## src/rtl/assert_macros.svh

```systemverilog
// assertion macros shared by the splat core modules
`ifndef ASSERT_MACROS_SVH
`define ASSERT_MACROS_SVH

// condition must never hold outside reset
`define ASSERT_NEVER(label, expr, msg) \
   label: assert property (@(posedge clock) disable iff (reset) !(expr)) else $error(msg);

// same-cycle implication
`define ASSERT_IMPL(label, ante, cons, msg) \
   label: assert property (@(posedge clock) disable iff (reset) (ante) |-> (cons)) else $error(msg);

// next-cycle implication
`define ASSERT_NEXT(label, ante, cons, msg) \
   label: assert property (@(posedge clock) disable iff (reset) (ante) |=> (cons)) else $error(msg);

`endif

```

## src/rtl/agvs_pkg.sv

```systemverilog
// shared constants, command/status types and weight table function for the splat core
package agvs_pkg;

   // default configuration
   localparam int GRID_SIZE_DEF     = 32;
   localparam int NUM_TYPES_DEF     = 11;
   localparam int SPREAD_RADIUS_DEF = 2;
   localparam int SPREAD_RADIUS_MAX = 4;

   // field widths
   localparam int POS_W    = 16;
   localparam int FRAC_W   = 8;
   localparam int TYPE_W   = 4;
   localparam int IDX_W    = 5;
   localparam int VOXEL_W  = 24;
   localparam int WEIGHT_W = 16;

   // signed cell index, covers floor(pos) plus or minus the largest radius
   localparam int CELL_W = 10;
   // neighbourhood offset counter, 0 .. 2*radius
   localparam int OFF_W  = $clog2(2 * SPREAD_RADIUS_MAX + 1);

   // squared distance rounded to 1/16: (r2 + half) >> shift
   localparam int RND_SHIFT = 12;
   localparam int RND_HALF  = 2048;

   localparam logic [VOXEL_W-1:0]  VOXEL_MAX    = '1;
   localparam logic [WEIGHT_W-1:0] WEIGHT_MAX   = '1;
   localparam logic [63:0]         EXP_STEP_Q32 = 64'd4162825044;

   // item kinds
   localparam logic KIND_SPLAT = 1'b0;
   localparam logic KIND_READ  = 1'b1;

   // controller to datapath
   typedef struct packed {
      logic             load;
      logic             clear;
      logic             step;
      logic [OFF_W-1:0] off_i;
      logic [OFF_W-1:0] off_j;
      logic [OFF_W-1:0] off_k;
      logic             rd_issue;
      logic             rsp_load;
   } cmd_type;

   // datapath to controller
   typedef struct packed {
      logic clear_done;
      logic pipe_busy;
      logic rsp_free;
   } status_type;

   // exp(-n/32) in Q0.16, saturated, by repeated Q0.32 multiplication
   function automatic logic [WEIGHT_W-1:0] weight_calc(input int n);
      logic [63:0] p;
      logic [63:0] w;
      p = 64'h1_0000_0000;
      for (int m = 0; m < n; m++) begin
         p = (p * EXP_STEP_Q32 + 64'h8000_0000) >> 32;
      end
      w = (p + 64'd32768) >> 16;
      return (w > 64'(WEIGHT_MAX)) ? WEIGHT_MAX : w[WEIGHT_W-1:0];
   endfunction

endpackage

```

## src/rtl/agvs_ctrl.sv

```systemverilog
// sequencer for clearing, neighbourhood walk, drain and voxel reads
`include "assert_macros.svh"

module agvs_ctrl
   import agvs_pkg::*;
#(
   parameter int SPREAD_RADIUS = SPREAD_RADIUS_DEF
) (
   input  logic       clock,
   input  logic       reset,
   input  logic       req_valid,
   input  logic       req_kind,
   output logic       req_stall,
   output cmd_type    cmd,
   input  status_type status
);

   localparam logic [OFF_W-1:0] OFF_LAST = OFF_W'(2 * SPREAD_RADIUS);

   typedef enum logic [2:0] {
      ST_CLEAR,
      ST_IDLE,
      ST_SPLAT,
      ST_DRAIN,
      ST_READ,
      ST_RESPOND
   } state_type;

   state_type        state_ff;
   logic [OFF_W-1:0] off_i_ff;
   logic [OFF_W-1:0] off_j_ff;
   logic [OFF_W-1:0] off_k_ff;
   logic             accept;

   // input beat taken only when idle
   assign req_stall = (state_ff != ST_IDLE);
   assign accept    = req_valid && !req_stall;

   // command decode
   always_comb begin
      cmd          = '0;
      cmd.load     = accept;
      cmd.clear    = (state_ff == ST_CLEAR);
      cmd.step     = (state_ff == ST_SPLAT);
      cmd.off_i    = off_i_ff;
      cmd.off_j    = off_j_ff;
      cmd.off_k    = off_k_ff;
      cmd.rd_issue = (state_ff == ST_READ);
      cmd.rsp_load = (state_ff == ST_RESPOND) && status.rsp_free;
   end

   // state and walk counters
   always_ff @(posedge clock) begin
      if (reset) begin
         state_ff <= ST_CLEAR;
         off_i_ff <= '0;
         off_j_ff <= '0;
         off_k_ff <= '0;
      end else begin
         unique case (state_ff)
            ST_CLEAR: begin
               if (status.clear_done) state_ff <= ST_IDLE;
            end
            ST_IDLE: begin
               if (accept) begin
                  unique case (req_kind)
                     KIND_SPLAT: begin
                        state_ff <= ST_SPLAT;
                        off_i_ff <= '0;
                        off_j_ff <= '0;
                        off_k_ff <= '0;
                     end
                     KIND_READ: begin
                        state_ff <= ST_READ;
                     end
                     default: state_ff <= ST_IDLE;
                  endcase
               end
            end
            ST_SPLAT: begin
               if (off_k_ff == OFF_LAST) begin
                  off_k_ff <= '0;
                  if (off_j_ff == OFF_LAST) begin
                     off_j_ff <= '0;
                     if (off_i_ff == OFF_LAST) begin
                        off_i_ff <= '0;
                        state_ff <= ST_DRAIN;
                     end else begin
                        off_i_ff <= off_i_ff + OFF_W'(1);
                     end
                  end else begin
                     off_j_ff <= off_j_ff + OFF_W'(1);
                  end
               end else begin
                  off_k_ff <= off_k_ff + OFF_W'(1);
               end
            end
            ST_DRAIN: begin
               if (!status.pipe_busy) state_ff <= ST_IDLE;
            end
            ST_READ: begin
               state_ff <= ST_RESPOND;
            end
            ST_RESPOND: begin
               if (status.rsp_free) state_ff <= ST_IDLE;
            end
            default: state_ff <= ST_IDLE;
         endcase
      end
   end

   // checks
   `ASSERT_NEXT(a_read_then_respond, cmd.rd_issue, state_ff == ST_RESPOND, "read issue not followed by respond")
   `ASSERT_NEVER(a_off_range, off_i_ff > OFF_LAST || off_j_ff > OFF_LAST || off_k_ff > OFF_LAST, "walk offset out of range")
   `ASSERT_IMPL(a_clear_end, $fell(cmd.clear), $past(status.clear_done), "clearing pass ended early")

endmodule

```

## config.mk

```make
export PLATFORM = sky130hd
export DESIGN_NAME = agvs_ctrl
export DESIGN_NICKNAME = d
export VERILOG_FILES = /design/src/rtl/agvs_pkg.sv /design/src/rtl/agvs_ctrl.sv
export VERILOG_INCLUDE_DIRS = /design/src /design/src/rtl
export SDC_FILE = /design/constraint.sdc
export NUM_CORES = 1
export LEC_CHECK = 0
export ABC_CLOCK_PERIOD_IN_PS = 2029
export BUFFER_PORTS_ARGS = -buffer_cell sky130_fd_sc_hd__buf_2
export CORE_MARGIN = 8
export CORE_UTILIZATION = 54
export CTS_BUF_LIST = sky130_fd_sc_hd__clkbuf_8
export DETAILED_ROUTE_END_ITERATION = 12
export GPL_TIMING_DRIVEN = 1
export PLACE_DENSITY = 0.83
export REMOVE_ABC_BUFFERS = 1
export SLEW_MARGIN = 20
export SYNTH_ARGS = -nofsm -noshare
export SYNTH_HDL_FRONTEND = slang
export SYNTH_SLANG_ARGS = --single-unit
```

## constraint.sdc

```tcl
create_clock -name clock -period 2.03 [get_ports clock]
set_clock_uncertainty 0.05 [all_clocks]
set_input_delay 0.1015 -clock clock [delete_from_list [all_inputs] [get_ports clock]]
set_output_delay 0.1015 -clock clock [all_outputs]
set_load 0.01 [all_outputs]
```

==> results of run 1 <==
layout by cell type (no fill, tap or decap), drive strengths merged, types with 2 or more instances in the layout:
master | synthesis | routed
nand4 | 3 | 3
o21bai | 2 | 2
or3 | 2 | 2
o31ai | 3 | 3
dfxtp | 15 | 15
and3 | 2 | 2
clkbuf | 3 | 3
or4 | 4 | 4
nor3 | 6 | 6
ha | 6 | 6
nand2 | 4 | 4
a31oi | 2 | 2
o32ai | 2 | 2
buf | 5 | 27
a21oi | 11 | 11
inv | 12 | 13
nor2 | 6 | 6
o21ai | 6 | 6
a211oi | 3 | 3
nand3 | 4 | 4
registers in the layout, indices dropped and copies added (netlist names):
register,cells
off_i_ff,4
off_j_ff,4
off_k_ff,4
state_ff,3
how the worst min path moves through the flow:
stage / start / endpoint / slack (ns) / cells past startpoint
2_1_floorplan: reset / off_i_ff[0] / 0.12 / 1
3_3_place_gp: status[0] / state_ff[2] / 0.38 / 4
3_5_place_dp: req_kind / state_ff[1] / 0.37 / 3
4_1_cts: status[0] / state_ff[2] / 0.11 / 4
5_1_grt: req_kind / state_ff[1] / 0.12 / 3
6_report: status[0] / state_ff[2] / 0.11 / 4
power by group through the flow:
stage,registers [mW],logic (mW),clock network [mW]
floorplan,0.355,0.188,0
global placement,0.351,0.293,0
detailed placement,0.353,0.302,0
CTS,0.347,0.303,0.237
global route,0.353,0.345,0.251
finish,0.350,0.310,0.234
metrics by stage:
step	utilization (%)	total power [mW]	worst slack (ns)	hold WS (ns)
after floorplan	-	0.543	0.229	0.121
after global placement	64.1	0.644	0.163	0.377
after detailed placement	64.1	0.655	0.0730	0.372
after CTS	66.7	0.887	0.0419	0.115
after global routing	67.4	0.949	0.00300	0.124
final	67.4	0.895	0.154	0.114
cells by family after synthesis:
| logic type | after synthesis | synth area share, % |
|---|---|---|
| AO/OA/AOI/OAI | 38 | 26.5 |
| adder cells (fa/ha/maj) | 6 | 7.76 |
| buffers and inverters | 21 | 10.3 |
| flip-flops | 15 | 31.0 |
| AND/OR/NAND/NOR | 40 | 24.3 |
final cells by class:
class | count | share of cell area (%)
multi-input cells | 84 | 50.2
flip-flops and latches | 15 | 26.1
repair buffers | 27 | 12.4
inverters | 13 | 4.67
clock buffers | 3 | 3.59
well taps | 25 | 2.72
clock inverters | 1 | 0.326
metal layers:
layer | vias to the layer above | GRT usage [%]
met3 | 2 | 5.00
met5 | - | 0
met2 | 28 | 25.5
met1 | 444 | 17.7
met4 | 0 | 4.55
li1 | 495 | -
worst reg2reg max path: stages, from the launching register on:
cell	delay [ns]
dfxtp_1	0.35
inv_1	0.08
ha_1	0.15
and3b_2	0.29
a41oi_2	0.22
or4_1	0.51
a21oi_1	0.15
==> metrics.md, run 1 <==
| Metric | Value |
|---|---|
| Final instance count without filler cells | 168 |
| Die footprint | 3400 µm² |
| Sequential power share | 39.1% |
| Multi-input combinational cell area | 578 µm² |
| Slowest-stage cell, CP | or4_1 |
| Post-CTS Hold Buffers | 0 |
| Count leader, synth | dfxtp_1 |
| Slew headroom | 78.1% |
| Fin area | 1150 µm² |
| Fill cells | 146 |
| Initial antenna violation count | 0 |
| Combinational share of power | 34.7% |
| CTS Buf Count | 3 |
| Critical Path Sink | off_i_ff[2] |
| Syn Inst Count | 120 |
| Reg2reg end | off_i_ff[2] |
| Top Family by Delay on Critical Path | simple AND/OR/NAND/NOR gates |
| Core Rows | 15 |
| Final setup vio count | 0 |
| CTS tree | yes |
| P_int | 575 µW |
| RSZ-0062 raised after global routing | no |
| Initial Util | 56.6% |
| I/O Buffers | 24 |
| GRT Total Usage | 15.2% |
| Num Clock Sinks | 15 |
| Netlist cell types | 43 |
| Register area share after synthesis | 31.0% |
| YS warnings | 0 |
| Ant diodes | 0 |
| Worst Path Max Fanout | 8 |
| Synth Register Bits | 15 |
| DR vias/cell | 5.77 |
| First-pass GRT wire length | 4.13 mm |
| IO Pins | 25 |
| Static leakage | 0.475 nW |
| Die X | 58.3 µm |
| Fin crit share | 92.4% |
| Predominant post-synthesis flop cell | dfxtp_1 |
| First-pass DRT Iterations | 4 |
| Post-synth top cells | dfxtp_1, inv_1, a21oi_1 |
| Routed wl met2 | 1.20 mm |
| Fmax | 0.533 GHz |
| Share of layout cells above drive strength 1 | 25.9% |
| Crit path from | off_k_ff[1] |
| Root buffer cell | clkbuf_8 |
| Tightest Pin Transition | 0.328 ns |
| Longest Clk Path Bufs | 2 |
| Met1 wire length | 1.11 mm |
| Max Slew Vio Count | 0 |
| Setup_tns | 0 ns |
| Crit path largest cell delay | 0.51 ns |
| Post-synth top area share | 31.0% |
| Pin count of the biggest net entering global routing | 18 |
| Overflow after GRT | 0 |
| Net Sw Frac | 35.7% |
| Routed len/inst | 14.6 µm |
| Clk network pwr share | 26.2% |
| Placed Area | 1090 µm² |
| Critical Path End Type | register |
| Post-CTS resize count | 0 |
| Setup CP Type | reg2reg |
| Die Y | 58.3 µm |
| Synth area leader | dfxtp_1 |
| Syn-to-layout area delta | 19.0% |
| Post-CTS setup buffer count | 0 |
| Clock slew at reported path FFs | 0.06 ns |
| Post-route ant nets | 0 |
| Hpwl dp | 1.82 mm |
| CP arrival | 2.01 ns |
| CP Data Required Time | 2.16 ns |
| Mean Syn Cell Area | 8.06 µm² |
| Placer Congestion | 0.880 |
| Post-synth ARST share | 0% |
| Nets | 157 |
| Pwr dens | 777 nW/µm² |
| Peak supply drop | 0.000530 V |
| Area contributors post-synth | dfxtp_1, ha_1, a21oi_1 |
| DR DRC count | 0 |
| Reg2Reg Launch Point | off_k_ff[1] |
| Post-synth EDFFs | 0 |
| Max-Cap Viols | 0 |
| WL met3 | 134 µm |
| Type of the worst min-delay path | in2reg |
| Status | finished clean |
| Reg2Reg Depth | 6 |
| Floorplan Core Area | 1710 µm² |
| Max Used Layer | met4 |
| Worst path buffer plus inverter count | 1 |
| P_sw | 319 µW |
| DR vias | 969 |
| Stages on worst setup path | 6 |
| Min Tclk post-route | 1.88 ns |
| Startpoint types | register |
| Hold Vio Cnt, Final | 0 |
| Post-Syn Area | 967 µm² |
| Later-pin clock latency in the skew report | 0.25 ns |
| Cell Chain, Critical Path | inv_1 -> ha_1 -> and3b_2 -> a41oi_2 -> or4_1 -> a21oi_1 |
| H-tree depth | 1 |
| WL final | 2.45 mm |
| Dpl cells | 164 |
| Register Area | 300 µm² |
| Vias in the first global route | 949 |
| Internal reg-to-reg setup slack | 0.15 ns |
| Number of DRC markers in iteration 0 | 26 |
Note: power is estimated with default switching activity, not from simulation.
==> inputs of run 2 (changes only) <==
Settings changed: ABC_CLOCK_PERIOD_IN_PS 2029 to 1800, PLACE_DENSITY 0.83 to 0.82.
Clock period 2.03 ns to 1.8 ns, I/O delays scaled along.
==> run 2 against run 1 <==
- hold slack worse by 0.0012 ns
- non-clock buffer count up 12
- register-to-register slack worse by 0.09 ns
- sequential power up 8.3%
- critical path depth up 1
- first-iteration DRC count up 88%
- setup slack worse by 0.095 ns
- die area unchanged
- sequential share of layout area down 2.3 points
- largest cell class unchanged
- total power up 22%
- combinational power up 42%
- cell count up 7.1%
==> metrics.md, run 2 (same netlist as run 1, synthesis figures left out) <==
| Metric | Value |
|---|---|
| Status | finished clean |
| Type of the worst min-delay path | in2reg |
| Num Clock Sinks | 15 (unchanged) |
| Initial Util | 56.6% (unchanged) |
| Largest regs | off_i_ff (4), off_j_ff (4), off_k_ff (4) |
| Vias in the first global route | 994 (+4.7%) |
| CTS tree | yes |
| DR vias/cell | 5.83 (+1.0%) |
| Slew headroom | 78.0% (-0.16 points) |
| Internal reg-to-reg setup slack | 0.06 ns (-0.09 ns) |
| Max Slew Vio Count | 0 (unchanged) |
| Cell Chain, Critical Path | inv_1 -> ha_1 -> and3b_2 -> buf_4 -> nor2_2 -> a21oi_1 -> a211oi_1 |
| Design Power | 1.09 mW (+22%) |
| Fill cells | 133 (-8.9%) |
| Max-Cap Viols | 0 (unchanged) |
| Crit path largest cell delay | 0.34 ns (-0.17 ns) |
| Final Util | 74.4% (+7.0 points) |
| CTS Buf Count | 3 (unchanged) |
| Die Y | 58.3 µm (unchanged) |
| Dpl cells | 174 (+6.1%) |
| Critical Path Sink | off_k_ff[3] |
| Startpoint types | register |
| Longest Clk Path Bufs | 2 (unchanged) |
| DR vias | 1049 (+8.3%) |
| Critical Path End Type | register |
| GRT Total Usage | 16.3% (+1.2 points) |
| Worst Path Max Fanout | 7 (-1) |
| Multi-input combinational cell area | 606 µm² (+4.8%) |
| Reg2reg end | off_k_ff[3] |
| Register Area | 302 µm² (+0.42%) |
| Syn-to-layout area delta | 31.3% |
| First-pass DRT Iterations | 4 (unchanged) |
| Post-CTS Hold Buffers | 0 (unchanged) |
| Fin area | 1270 µm² (+10%) |
| Routed len/inst | 15.6 µm (+6.7%) |
| Peak supply drop | 0.000595 V (+12%) |
| Hold Vio Cnt, Final | 0 (unchanged) |
| Hold path depth | 4 (unchanged) |
| Static leakage | 0.541 nW (+14%) |
| Initial antenna violation count | 0 (unchanged) |
| Number of DRC markers in iteration 0 | 49 (+88%) |
| Crit path from | off_k_ff[0] |
| Floorplan Core Area | 1710 µm² (unchanged) |
| Die footprint | 3400 µm² (unchanged) |
| Fmax | 0.574 GHz (+7.8%) |
| DR DRC count | 0 (unchanged) |
| Final instance count without filler cells | 180 (+7.1%) |
| Ant diodes | 0 (unchanged) |
| Post-route ant nets | 0 (unchanged) |
| Share of layout cells above drive strength 1 | 34.2% (+8.3 points) |
| Most frequent cells in the layout | buf_2, buf_4, dfxtp_1 |
| Hpwl dp | 2.01 mm (+10%) |
| Pwr dens | 858 nW/µm² (+10%) |
| Slowest-stage cell, CP | dfxtp_1 |
| Nets | 169 (+7.6%) |
| Tightest Pin Transition | 0.330 ns (+0.00223 ns) |
| CP arrival | 1.85 ns (-0.16 ns) |
| Most common cell after layout, fill and taps aside | buf_2 |
| Core Rows | 15 (unchanged) |
| Fin crit share | 96.7% (+4.3 points) |
| Final setup vio count | 0 (unchanged) |
| Setup_tns | 0 ns (unchanged) |
| IO Pins | 25 (unchanged) |
| Setup CP Type | reg2reg |
| Root buffer cell | clkbuf_8 |
| Reg2Reg Launch Point | off_k_ff[0] |
| CP Data Required Time | 1.91 ns (-0.25 ns) |
| Min Tclk post-route | 1.74 ns (-0.135 ns) |
| Pin count of the biggest net entering global routing | 18 (unchanged) |
| I/O Buffers | 24 (unchanged) |
| WL final | 2.81 mm (+14%) |
| Die X | 58.3 µm (unchanged) |
| First-pass GRT wire length | 4.40 mm (+6.3%) |
| Clock slew at reported path FFs | 0.06 ns (about the same) |
| Placer Congestion | 0.900 (+2.2%) |
| Placed Area | 1170 µm² (+6.9%) |
| Overflow after GRT | 0 (unchanged) |
| H-tree depth | 1 (unchanged) |
| Later-pin clock latency in the skew report | 0.25 ns (about the same) |
| Reg2Reg Depth | 7 (+1) |
-- run 2: cell types whose count changed in the layout (fill, tap and decap cells not counted), sizes merged --
| cell | delta |
|---|---|
| buf | +12 |
-- run 2: worst min-delay path by stage --
stage / startpoint / end / slack, ns
final: status[0] / state_ff[2] / 0.11
after global routing: status[0] / state_ff[2] / 0.12
after CTS: status[0] / state_ff[2] / 0.11
after detailed placement: status[0] / state_ff[2] / 0.37
after global placement: status[0] / state_ff[2] / 0.36
after floorplan: reset / off_i_ff[0] / 0.11
-- run 2: timing repair --
action | 4_1_cts | 5_1_grt
gates resized for setup | 2 | 6
buffers inserted | 0 | 2
endpoints found under the setup margin | 2 | 5
pin swaps | 0 | 2
-- run 2: area by class of cell --
cell class	count	area share, %
multi-input combinational	84	47.7
tap	25	2.46
clock inverter	1	0.296
timing repair buffer	39	18.3
clock buffer	3	3.25
sequential	15	23.7
inverter	13	4.24
-- run 2: metrics by stage --
stage                     hold slack (ns)  setup slack, ns
after global routing                0.120         -0.00256
after global placement              0.365           0.0702
after floorplan                     0.109        -0.000991
after detailed placement            0.370          0.00362
after CTS                           0.109           0.0303
final                               0.113           0.0590
-- run 2: layer usage --
layer	part of all wire (%)	vias to the layer above	wire (µm)	global-route usage, %
li1	-	512	-	-
met4	1.8	0	51	7.34
met3	5.3	8	150	3.48
met2	50	37	1390	27.7
met5	0	-	0	0
met1	43	492	1210	19.1
-- run 2: where the power goes --
group	total, mW	switching [mW]	leakage, nW	internal, mW
Sequential	0.379	0.0227	0.122	0.357
Clock	0.269	0.118	0.0269	0.151
Combinational	0.441	0.251	0.392	0.190
Total	1.09	0.392	0.541	0.698
-- run 2: worst max-delay path: cells and delay by family, from the launching register on --
family | cells | cell delay (ns)
DFF | 1 | 0.34
AOI/OAI and AO/OA | 2 | 0.39
and+or+nand+nor | 2 | 0.48
adders and majority gates | 1 | 0.18
buffers and inverters | 2 | 0.21
